--- src/hdl/fojtk_pkg.sv ---
`default_nettype none

package fojtk_pkg;

    localparam int unsigned MAX_RESULTS = 24;
    localparam int unsigned NW          = $clog2(MAX_RESULTS + 1);

    typedef enum logic [1:0] {
        OP_LOAD_A = 2'd0,
        OP_LOAD_B = 2'd1,
        OP_RUN    = 2'd2
    } t_op;

    typedef enum logic [1:0] {
        SCAN_MATCH,
        SCAN_A,
        SCAN_P,
        SCAN_B
    } t_scan;

    typedef struct packed {
        logic [1:0]         operation;
        logic signed [31:0] key_value;
        logic signed [31:0] time_stamp;
    } t_in_word;

    typedef struct packed {
        logic [1:0] a_row;
        logic       a_present;
        logic [1:0] b_row;
        logic       b_present;
        logic       last;
    } t_out_word;

    typedef struct packed {
        logic  load_a;
        logic  load_b;
        logic  start;
        logic  step;
        logic  finish;
        t_scan mode;
    } t_cmd;

    typedef struct packed {
        logic blocked;
        logic scan_end;
        logic cap;
        logic out_free;
    } t_stat;

endpackage

`default_nettype wire

--- src/hdl/fojtk_ctrl.sv ---
`default_nettype none

module fojtk_ctrl (
    input  wire logic          i_clk,
    input  wire logic          i_rst_n,
    input  wire logic          i_in_valid,
    input  wire logic [1:0]    i_op,
    input  wire fojtk_pkg::t_stat i_stat,
    output fojtk_pkg::t_cmd    o_cmd,
    output logic               o_busy
);
    import fojtk_pkg::*;

    typedef enum logic [2:0] {
        ST_IDLE,
        ST_MATCH,
        ST_EMIT_A,
        ST_EMIT_P,
        ST_EMIT_B,
        ST_FINISH
    } t_state;

    t_state r_state;
    t_state n_state;
    logic   accept;

    assign accept = i_in_valid && (r_state == ST_IDLE);
    assign o_busy = (r_state != ST_IDLE);

    always_comb begin
        o_cmd        = '0;
        o_cmd.mode   = SCAN_MATCH;
        o_cmd.load_a = accept && (i_op == OP_LOAD_A);
        o_cmd.load_b = accept && (i_op == OP_LOAD_B);
        o_cmd.start  = accept && (i_op == OP_RUN);
        unique case (r_state)
            ST_IDLE:   o_cmd.mode = SCAN_MATCH;
            ST_MATCH:  begin o_cmd.step = 1'b1; o_cmd.mode = SCAN_MATCH; end
            ST_EMIT_A: begin o_cmd.step = 1'b1; o_cmd.mode = SCAN_A; end
            ST_EMIT_P: begin o_cmd.step = 1'b1; o_cmd.mode = SCAN_P; end
            ST_EMIT_B: begin o_cmd.step = 1'b1; o_cmd.mode = SCAN_B; end
            ST_FINISH: o_cmd.finish = 1'b1;
            default:   o_cmd.mode = SCAN_MATCH;
        endcase
    end

    always_comb begin
        n_state = r_state;
        unique case (r_state)
            ST_IDLE: begin
                if (o_cmd.start) n_state = ST_MATCH;
            end
            ST_MATCH: begin
                if (i_stat.scan_end) n_state = ST_EMIT_A;
            end
            ST_EMIT_A, ST_EMIT_P, ST_EMIT_B: begin
                // Reaching the result cap ends the run at once.
                if (!i_stat.blocked) begin
                    if (i_stat.cap) begin
                        n_state = ST_FINISH;
                    end else if (i_stat.scan_end) begin
                        unique case (r_state)
                            ST_EMIT_A: n_state = ST_EMIT_P;
                            ST_EMIT_P: n_state = ST_EMIT_B;
                            default:   n_state = ST_FINISH;
                        endcase
                    end
                end
            end
            ST_FINISH: begin
                if (i_stat.out_free) n_state = ST_IDLE;
            end
            default: n_state = ST_IDLE;
        endcase
    end

    always_ff @(posedge i_clk) begin
        if (!i_rst_n) begin
            r_state <= ST_IDLE;
        end else begin
            r_state <= n_state;
        end
    end

    a_finish_to_idle: assert property (@(posedge i_clk) disable iff (!i_rst_n)
        (r_state == ST_FINISH && i_stat.out_free) |=> (r_state == ST_IDLE))
        else $error("finish step did not return to idle");

endmodule

`default_nettype wire

--- src/hdl/fojtk_dp.sv ---
`default_nettype none

module fojtk_dp #(
    parameter int unsigned MAX_ROWS = 4
) (
    input  wire logic              i_clk,
    input  wire logic              i_rst_n,
    input  wire logic signed [31:0] i_key,
    input  wire logic signed [31:0] i_stamp,
    input  wire fojtk_pkg::t_cmd   i_cmd,
    output fojtk_pkg::t_stat       o_stat,
    output logic                   o_out_valid,
    input  wire logic              i_out_stall,
    output fojtk_pkg::t_out_word   o_out_word
);
    import fojtk_pkg::*;

    localparam int unsigned IW = (MAX_ROWS > 1) ? $clog2(MAX_ROWS) : 1;
    localparam int unsigned CW = $clog2(MAX_ROWS + 1);

    logic [31:0] r_a_keys   [MAX_ROWS];
    logic [31:0] r_a_stamps [MAX_ROWS];
    logic [31:0] r_b_keys   [MAX_ROWS];
    logic [31:0] r_b_stamps [MAX_ROWS];

    logic [CW-1:0]       r_a_count, r_b_count;
    logic [MAX_ROWS-1:0] r_a_matched, r_b_matched;
    logic [CW-1:0]       r_i, r_j;
    logic [NW-1:0]       r_res_cnt;
    logic                r_pend_valid;
    t_out_word           r_pend;
    logic                r_out_valid;
    t_out_word           r_out;

    logic [IW-1:0] ai, bj;
    logic          a_ok, b_ok, eq, hit, emit_mode, out_free, blocked, adv;
    logic          push_pend, fin, a_last, b_last, scan_end;
    logic [CW-1:0] i_inc, j_inc;
    t_out_word     cand;
    logic          n_out_valid;
    t_out_word     n_out;

    assign ai    = r_i[IW-1:0];
    assign bj    = r_j[IW-1:0];
    assign i_inc = r_i + 1'b1;
    assign j_inc = r_j + 1'b1;
    assign a_ok  = (r_i < r_a_count);
    assign b_ok  = (r_j < r_b_count);
    assign eq    = (r_a_keys[ai] == r_b_keys[bj]) && (r_a_stamps[ai] == r_b_stamps[bj]);
    assign a_last = (i_inc >= r_a_count);
    assign b_last = (j_inc >= r_b_count);

    always_comb begin
        cand = '0;
        hit  = 1'b0;
        scan_end = 1'b0;
        unique case (i_cmd.mode)
            SCAN_MATCH: begin
                hit = a_ok && b_ok && eq;
                scan_end = (r_a_count == '0) || (r_b_count == '0) || (a_last && b_last);
            end
            SCAN_A: begin
                hit = a_ok && !r_a_matched[ai];
                scan_end = a_last;
                cand.a_row = 2'(r_i);
                cand.a_present = 1'b1;
            end
            SCAN_P: begin
                hit = a_ok && b_ok && eq;
                scan_end = (r_a_count == '0) || (r_b_count == '0) || (a_last && b_last);
                cand.a_row = 2'(r_i);
                cand.a_present = 1'b1;
                cand.b_row = 2'(r_j);
                cand.b_present = 1'b1;
            end
            SCAN_B: begin
                hit = b_ok && !r_b_matched[bj];
                scan_end = b_last;
                cand.b_row = 2'(r_j);
                cand.b_present = 1'b1;
            end
            default: hit = 1'b0;
        endcase
    end

    assign emit_mode = (i_cmd.mode != SCAN_MATCH);
    assign out_free  = !r_out_valid || !i_out_stall;
    // A second hit may only replace the held result once the output can take it.
    assign blocked   = emit_mode && hit && r_pend_valid && !out_free;
    assign adv       = i_cmd.step && !blocked;
    assign push_pend = adv && emit_mode && hit && r_pend_valid;
    assign fin       = i_cmd.finish && out_free;

    assign o_stat.blocked  = blocked;
    assign o_stat.scan_end = scan_end;
    assign o_stat.cap      = adv && emit_mode && hit && (r_res_cnt == NW'(MAX_RESULTS - 1));
    assign o_stat.out_free = out_free;

    always_comb begin
        n_out_valid = r_out_valid && i_out_stall;
        n_out       = r_out;
        if (push_pend) begin
            n_out_valid = 1'b1;
            n_out       = r_pend;
        end else if (fin) begin
            n_out_valid = 1'b1;
            n_out       = r_pend_valid ? r_pend : '0;
            n_out.last  = 1'b1;
        end
    end

    // Control state.
    always_ff @(posedge i_clk) begin
        if (!i_rst_n) begin
            r_a_count    <= '0;
            r_b_count    <= '0;
            r_a_matched  <= '0;
            r_b_matched  <= '0;
            r_i          <= '0;
            r_j          <= '0;
            r_res_cnt    <= '0;
            r_pend_valid <= 1'b0;
            r_out_valid  <= 1'b0;
        end else begin
            r_out_valid <= n_out_valid;
            if (i_cmd.load_a && (r_a_count < CW'(MAX_ROWS))) r_a_count <= r_a_count + 1'b1;
            if (i_cmd.load_b && (r_b_count < CW'(MAX_ROWS))) r_b_count <= r_b_count + 1'b1;
            if (i_cmd.start) begin
                r_a_matched  <= '0;
                r_b_matched  <= '0;
                r_i          <= '0;
                r_j          <= '0;
                r_res_cnt    <= '0;
                r_pend_valid <= 1'b0;
            end else if (adv) begin
                if (i_cmd.mode == SCAN_MATCH && hit) begin
                    r_a_matched[ai] <= 1'b1;
                    r_b_matched[bj] <= 1'b1;
                end
                if (emit_mode && hit) begin
                    r_pend_valid <= 1'b1;
                    r_res_cnt    <= r_res_cnt + 1'b1;
                end
                if (scan_end) begin
                    r_i <= '0;
                    r_j <= '0;
                end else if (i_cmd.mode == SCAN_A) begin
                    r_i <= i_inc;
                end else if (i_cmd.mode == SCAN_B) begin
                    r_j <= j_inc;
                end else if (!b_last) begin
                    r_j <= j_inc;
                end else begin
                    r_j <= '0;
                    r_i <= i_inc;
                end
            end else if (fin) begin
                r_a_count    <= '0;
                r_b_count    <= '0;
                r_a_matched  <= '0;
                r_b_matched  <= '0;
                r_i          <= '0;
                r_j          <= '0;
                r_pend_valid <= 1'b0;
            end
        end
    end

    // Payload.
    always_ff @(posedge i_clk) begin
        r_out <= n_out;
        if (adv && emit_mode && hit) r_pend <= cand;
        if (i_cmd.load_a && (r_a_count < CW'(MAX_ROWS))) begin
            r_a_keys[r_a_count[IW-1:0]]   <= i_key;
            r_a_stamps[r_a_count[IW-1:0]] <= i_stamp;
        end
        if (i_cmd.load_b && (r_b_count < CW'(MAX_ROWS))) begin
            r_b_keys[r_b_count[IW-1:0]]   <= i_key;
            r_b_stamps[r_b_count[IW-1:0]] <= i_stamp;
        end
    end

    assign o_out_valid = r_out_valid;
    assign o_out_word  = r_out;

    a_counts_bounded: assert property (@(posedge i_clk) disable iff (!i_rst_n)
        (r_a_count <= CW'(MAX_ROWS)) && (r_b_count <= CW'(MAX_ROWS)))
        else $error("table row count beyond capacity");

    a_results_bounded: assert property (@(posedge i_clk) disable iff (!i_rst_n)
        r_res_cnt <= NW'(MAX_RESULTS))
        else $error("more results than the cap");

    a_null_side: assert property (@(posedge i_clk) disable iff (!i_rst_n)
        (r_out_valid && !r_out.a_present) |->
            (r_out.a_row == 2'd0) && (r_out.b_present || r_out.last))
        else $error("word with absent A side is malformed");

endmodule

`default_nettype wire

--- src/hdl/full_outer_join_two_keys_top.sv ---
// Load words are accepted back to back while no run is in progress.
// A run scans row pairs for matches, emits unmatched A rows, matched pairs, unmatched B
// rows, then finishes; it walks one row or row pair per cycle unless the output stalls.
// Each result waits in a holding register until the next result or the finish step
// moves it into the one-word output register, so the final word can carry last.
// Reset is synchronous and active low; it empties both tables and the output.
`default_nettype none

module full_outer_join_two_keys_top #(
    parameter int unsigned MAX_ROWS = 4
) (
    input  wire logic                  i_clk,
    input  wire logic                  i_rst_n,
    input  wire logic                  i_in_valid,
    output logic                       o_in_stall,
    input  wire fojtk_pkg::t_in_word   i_in_word,
    output logic                       o_out_valid,
    input  wire logic                  i_out_stall,
    output fojtk_pkg::t_out_word       o_out_word
);
    import fojtk_pkg::*;

    t_cmd  cmd;
    t_stat stat;
    logic  busy;

    assign o_in_stall = busy;

    fojtk_ctrl u_ctrl (
        .i_clk      (i_clk),
        .i_rst_n    (i_rst_n),
        .i_in_valid (i_in_valid),
        .i_op       (i_in_word.operation),
        .i_stat     (stat),
        .o_cmd      (cmd),
        .o_busy     (busy)
    );

    fojtk_dp #(
        .MAX_ROWS (MAX_ROWS)
    ) u_dp (
        .i_clk       (i_clk),
        .i_rst_n     (i_rst_n),
        .i_key       (i_in_word.key_value),
        .i_stamp     (i_in_word.time_stamp),
        .i_cmd       (cmd),
        .o_stat      (stat),
        .o_out_valid (o_out_valid),
        .i_out_stall (i_out_stall),
        .o_out_word  (o_out_word)
    );

endmodule

`default_nettype wire
--- config.mk ---
export PLATFORM = sky130hd
export DESIGN_NAME = full_outer_join_two_keys_top
export DESIGN_NICKNAME = d
export VERILOG_FILES = /design/src/hdl/fojtk_pkg.sv /design/src/hdl/fojtk_ctrl.sv /design/src/hdl/fojtk_dp.sv /design/src/hdl/full_outer_join_two_keys_top.sv
export SDC_FILE = /design/constraint.sdc
export NUM_CORES = 1
export LEC_CHECK = 0
export BUFFER_PORTS_ARGS = -buffer_cell sky130_fd_sc_hd__buf_2
export CAP_MARGIN = 20
export CORE_ASPECT_RATIO = 0.5
export CORE_MARGIN = 3
export CORE_UTILIZATION = 49
export DETAILED_ROUTE_END_ITERATION = 10
export PLACE_DENSITY = 0.65
export SYNTH_ARGS = -nofsm -noshare
export SYNTH_HDL_FRONTEND = slang
export SYNTH_HIERARCHICAL = 1
export SYNTH_SLANG_ARGS = --single-unit
--- constraint.sdc ---
create_clock -name i_clk -period 8.19 [get_ports i_clk]
set_input_delay 2.0475 -clock i_clk [delete_from_list [all_inputs] [get_ports i_clk]]
set_output_delay 2.0475 -clock i_clk [all_outputs]
set_load 0.01 [all_outputs]
==> results.md <==
- The count of buffers inserted at the top-level ports is 78.
- In this run, the number of DRC markers left after iteration 0 of detailed routing was 793.
- The portion of synthesized area spent on multiplexers is 13.5%.
- The worst register-to-register path has a depth of 13.
- The basic-gate share of the synthesized area counting and, or, nand and nor cells is 3.25%.
- The first-pass GRT wire length is 65,300 um.
- The adder-cell share of the synthesized area is 1.99%.
- Summed over all nets, the half-perimeter wirelength after detailed placement is 23,900 um.
- The clock reaches the later pin of the worst-skew pair after 0.58 ns.
- The count of nets left with antenna violations once routing finished came out at 0.
- The minimum period implied by the final worst setup slack is 5.14 ns.
- The endpoint arrival time on the critical path is 5.63 ns.
- VDD sags by at most 0.158 mV.
- At the end of the flow, the number of nets in the layout was 1,254.
- After Yosys synthesis, XOR and XNOR cells account for 2.87% of the synthesized area.
- In this run, post-CTS hold repair placed 0 buffers.
- Counting every net in the synthesized netlist gives 1,151.
- Along the worst path, the maximum fanout reaches 37.
- In this run the mean area of a mapped cell was 21.0 um^2.
- Of the available clock period, the critical path in the final layout requires 62.7%.
- Counting along the longest clock path gives a buffer depth of 3.
- The setup-violating endpoint count in the final report is 0.
- Setup repair after global routing left no endpoint under its margin.
- The chip width is 305 um.
- The run finished with clean final reports.
- The synthesized netlist occupies a cell area of 0.0220 mm^2.
- The CTS tree is yes.
- The most frequent cell on the critical path is sky130_fd_sc_hd__nor3_1.
- The worst pin sits at a relative slew slack of 40.5%.
- The number of sinks on the clock net is 559.
- Yosys printed 6 warnings.
- The layout has 3,232 filler cells.
- The launching element type of the critical path is a register.
- Sequential cells were found to cover 74.9% of the synthesized design area.
- The most common flop cell mapped by yosys is sky130_fd_sc_hd__edfxtp_1.
- The delay of the slowest cell on the worst path is 0.76 ns.
- The tree is rooted in a sky130_fd_sc_hd__clkbuf_16.
- The endpoint class of the critical path is a register.
- The number of antenna violations at the first check in global routing was 5.
- Wires add up to 43,000 um.
- In the final routed layout, each cell accounts on average for 24.2 um.
- The cell family contributing the most delay on the critical path is simple AND/OR/NAND/NOR gates.
- The detailed router placed 10,100 vias in this run.
- The sum of overflow across all layers after global routing is 0.
- The critical path class is register to register.
- The number of DRC violations after detailed routing is 0.
- The fraction of synthesis flops using an asynchronous set or reset pin is 0%.
- The number of enable-type register cells in the synthesized netlist is 525.
- Entering global routing, the biggest net connects 65 pins.
- The number of cells on the critical path is 13.
- For the pin with the worst max-slew slack, the measured transition is 0.885 ns.
- The number of buffers added by the clock tree synthesis step is 48.
- The number of top-level pins is 79.
- The library cells used most frequently in the layout, excluding fill and tap cells, are 525 x sky130_fd_sc_hd__edfxtp_1, 130 x sky130_fd_sc_hd__mux4_2, 78 x sky130_fd_sc_hd__buf_2.
- Global routing used 18.3% of the available tracks.
- After synthesis, the largest family of logic cells by area is multiplexers.
- The destination of the worst register-to-register timing path is u_ctrl/r_state[2]$_SDFFE_PN0P_.
- The hold violation count in the final report is 0.
- Counting distinct cell types in the post-synthesis netlist gives 57.
- The count of cells in the finished layout, fillers not included, comes to 1,778.
- The number of global-route vias before repair is 10,600.
- The total number of H-tree levels is 2.
- The analysis attributes to cell leakage a power of 7.90 nW.
- The core area is 0.0439 mm^2.
- For flop-to-flop paths, the worst setup slack is 3.05 ns.
- The die area is 0.0475 mm^2.
- The required time reported for the critical path endpoint is 8.68 ns.
- The class of the worst hold path is register to register.
- Synthesis inferred 559 register bits.
- The number of gates given a new drive strength after cts is 0.
- The total iterations of the first detailed-routing run is 4.
- The accumulated negative setup slack is 0 ns.
- The worst-case clock skew is 0.0201 ns.
- The number of max-slew violations in the final report was 0.
- The largest individual stage delay along the critical path comes from the cell sky130_fd_sc_hd__dfxtp_4.
- Once the floorplan was initialized, standard cells occupied 50.0% of the core.
- The placement row count is 54.
- Leaving out fill and tap cells, the most frequent cell in the layout is sky130_fd_sc_hd__edfxtp_1.
- In this run, placement finished with an instance count of 1,687.
- The synthesized netlist devotes 1.93% of its cell area to compound gates.
- The global placer's final weighted congestion is 0.793.
- The capturing element of the worst setup path is u_ctrl/r_state[2]$_SDFFE_PN0P_.
- Counting every instance in the synthesized netlist gives 1,046.
- The die is 156 um tall.
- From synthesis to final layout, the design area changed by 12.0%.
- The via count normalized by instance count is 5.69.
- The signal on the critical path passes through buf_4, mux4_2, xor2_1, nor4_1, nand4_1, nor3_1, a31o_2, nand3_1, nor3_1, nor2_1, o22ai_2, a21oi_1, nor3b_2.
- Together, buffers and inverters on the worst path number 1.
- The total power per unit cell area is 242 mW/mm^2.
- For this run, the top clock speed supported by timing is 195 MHz.
- The hold path startpoint is u_dp/r_a_matched[1]$_SDFFE_PP0P_.
- After clock tree synthesis, the clock-pin slew on the worst setup and hold paths is 0.07 ns.
- The number of max-cap violations is 0.
- In the final layout, the share of cells above drive strength 1 is 26.6%.
- The buffer count from post-CTS setup fixing is 0.
[stage by stage]
| stage | hold slack, ns | setup slack [ns] | power (mW) | instance area, um^2 | util, % |
|---|---|---|---|---|---|
| after detailed placement | 0.458 | 3.10 | 3.70 | 23000 | 52.3 |
| after floorplan | 0.437 | 3.54 | 3.56 | 22000 | - |
| after CTS | 0.478 | 3.01 | 6.02 | 24600 | 56.0 |
| after global routing | 0.506 | 2.74 | 6.18 | 24600 | 56.0 |
| after global placement | 0.454 | 3.09 | 3.68 | 23000 | 52.3 |
| final | 0.485 | 3.05 | 5.96 | 24600 | 56.0 |
[area by class of cell]
class / instances / area (um^2) / share of cell area, %
clock buffer: 62 / 1270 / 5.19
timing repair buffer: 91 / 500 / 2.04
sequential: 559 / 16500 / 67.0
clock inverter: 28 / 337 / 1.37
multi-input combinational: 429 / 5200 / 21.2
antenna: 1 / 2.50 / 0.0102
tap: 588 / 736 / 2.99
inverter: 20 / 75.1 / 0.305
[metal layers]
layer	vias up	track usage (%)	part of all wire, %
met5	-	0	0.019
met4	2	4.24	2.0
met3	63	3.16	4.6
met2	219	31.3	49
li1	4468	-	-
met1	5363	25.1	44
[power by group]
group	switching (mW)	internal [mW]
Combinational	0.245	0.155
Clock	0.994	1.33
Sequential	0.0326	3.20
[flip-flops by register name, summed over array words and instances (netlist names), 5 cells and up, named ones only]
| name | cells |
|---|---|
| u_dp/r_a_keys | 128 |
| u_dp/r_a_stamps | 128 |
| u_dp/r_b_keys | 128 |
| u_dp/r_b_stamps | 128 |
| u_dp/o_out_word | 7 |
| u_dp/r_pend | 6 |
| u_dp/r_res_cnt | 5 |
[Yosys cell counts, types with 11 or more instances]
master / count / share of area [%]
sky130_fd_sc_hd__xor2_1: 66 / 2.6
sky130_fd_sc_hd__ha_1: 35 / 2.0
sky130_fd_sc_hd__and2_1: 20 / 0.57
sky130_fd_sc_hd__dfxtp_1: 34 / 3.1
sky130_fd_sc_hd__nand2_1: 24 / 0.41
sky130_fd_sc_hd__nor2_1: 26 / 0.44
sky130_fd_sc_hd__inv_1: 19 / 0.32
sky130_fd_sc_hd__edfxtp_1: 525 / 72
sky130_fd_sc_hd__nor4_1: 14 / 0.40
sky130_fd_sc_hd__buf_2: 11 / 0.25
sky130_fd_sc_hd__mux4_2: 130 / 13
sky130_fd_sc_hd__a21oi_1: 16 / 0.36
[worst min path at each step]
| stage | depth (start not counted) | slack [ns] | end |
|---|---|---|---|
| floorplan | 1 | 0.44 | u_dp/r_a_matched[2]$_SDFFE_PP0P_ |
| global placement | 1 | 0.45 | u_dp/r_a_matched[3]$_SDFFE_PP0P_ |
| detailed placement | 1 | 0.46 | u_dp/r_a_matched[1]$_SDFFE_PP0P_ |
| CTS | 1 | 0.48 | u_dp/r_a_matched[1]$_SDFFE_PP0P_ |
| global route | 1 | 0.51 | u_dp/r_a_matched[2]$_SDFFE_PP0P_ |
| finish | 1 | 0.49 | u_dp/r_a_matched[1]$_SDFFE_PP0P_ |
[logic make-up after synthesis]
kind of cell	after synthesis
multiplexers	134
adder cells (fa/ha/maj)	35
AO/OA/AOI/OAI	58
AND/OR/NAND/NOR	130
XOR/XNOR	72
flip-flops	559
buffers and inverters	58
[worst reg2reg max path, stage by stage, from the launching register on]
cell and delay, ns:
sky130_fd_sc_hd__dfxtp_4 0.76, sky130_fd_sc_hd__buf_4 0.60, sky130_fd_sc_hd__mux4_2 0.41, sky130_fd_sc_hd__xor2_1 0.17, sky130_fd_sc_hd__nor4_1 0.70, sky130_fd_sc_hd__nand4_1 0.19, sky130_fd_sc_hd__nor3_1 0.63, sky130_fd_sc_hd__a31o_2 0.34
sky130_fd_sc_hd__nand3_1 0.14, sky130_fd_sc_hd__nor3_1 0.48, sky130_fd_sc_hd__nor2_1 0.14, sky130_fd_sc_hd__o22ai_2 0.18, sky130_fd_sc_hd__a21oi_1 0.10, sky130_fd_sc_hd__nor3b_2 0.21
Note: power is estimated with default switching activity, not from simulation.
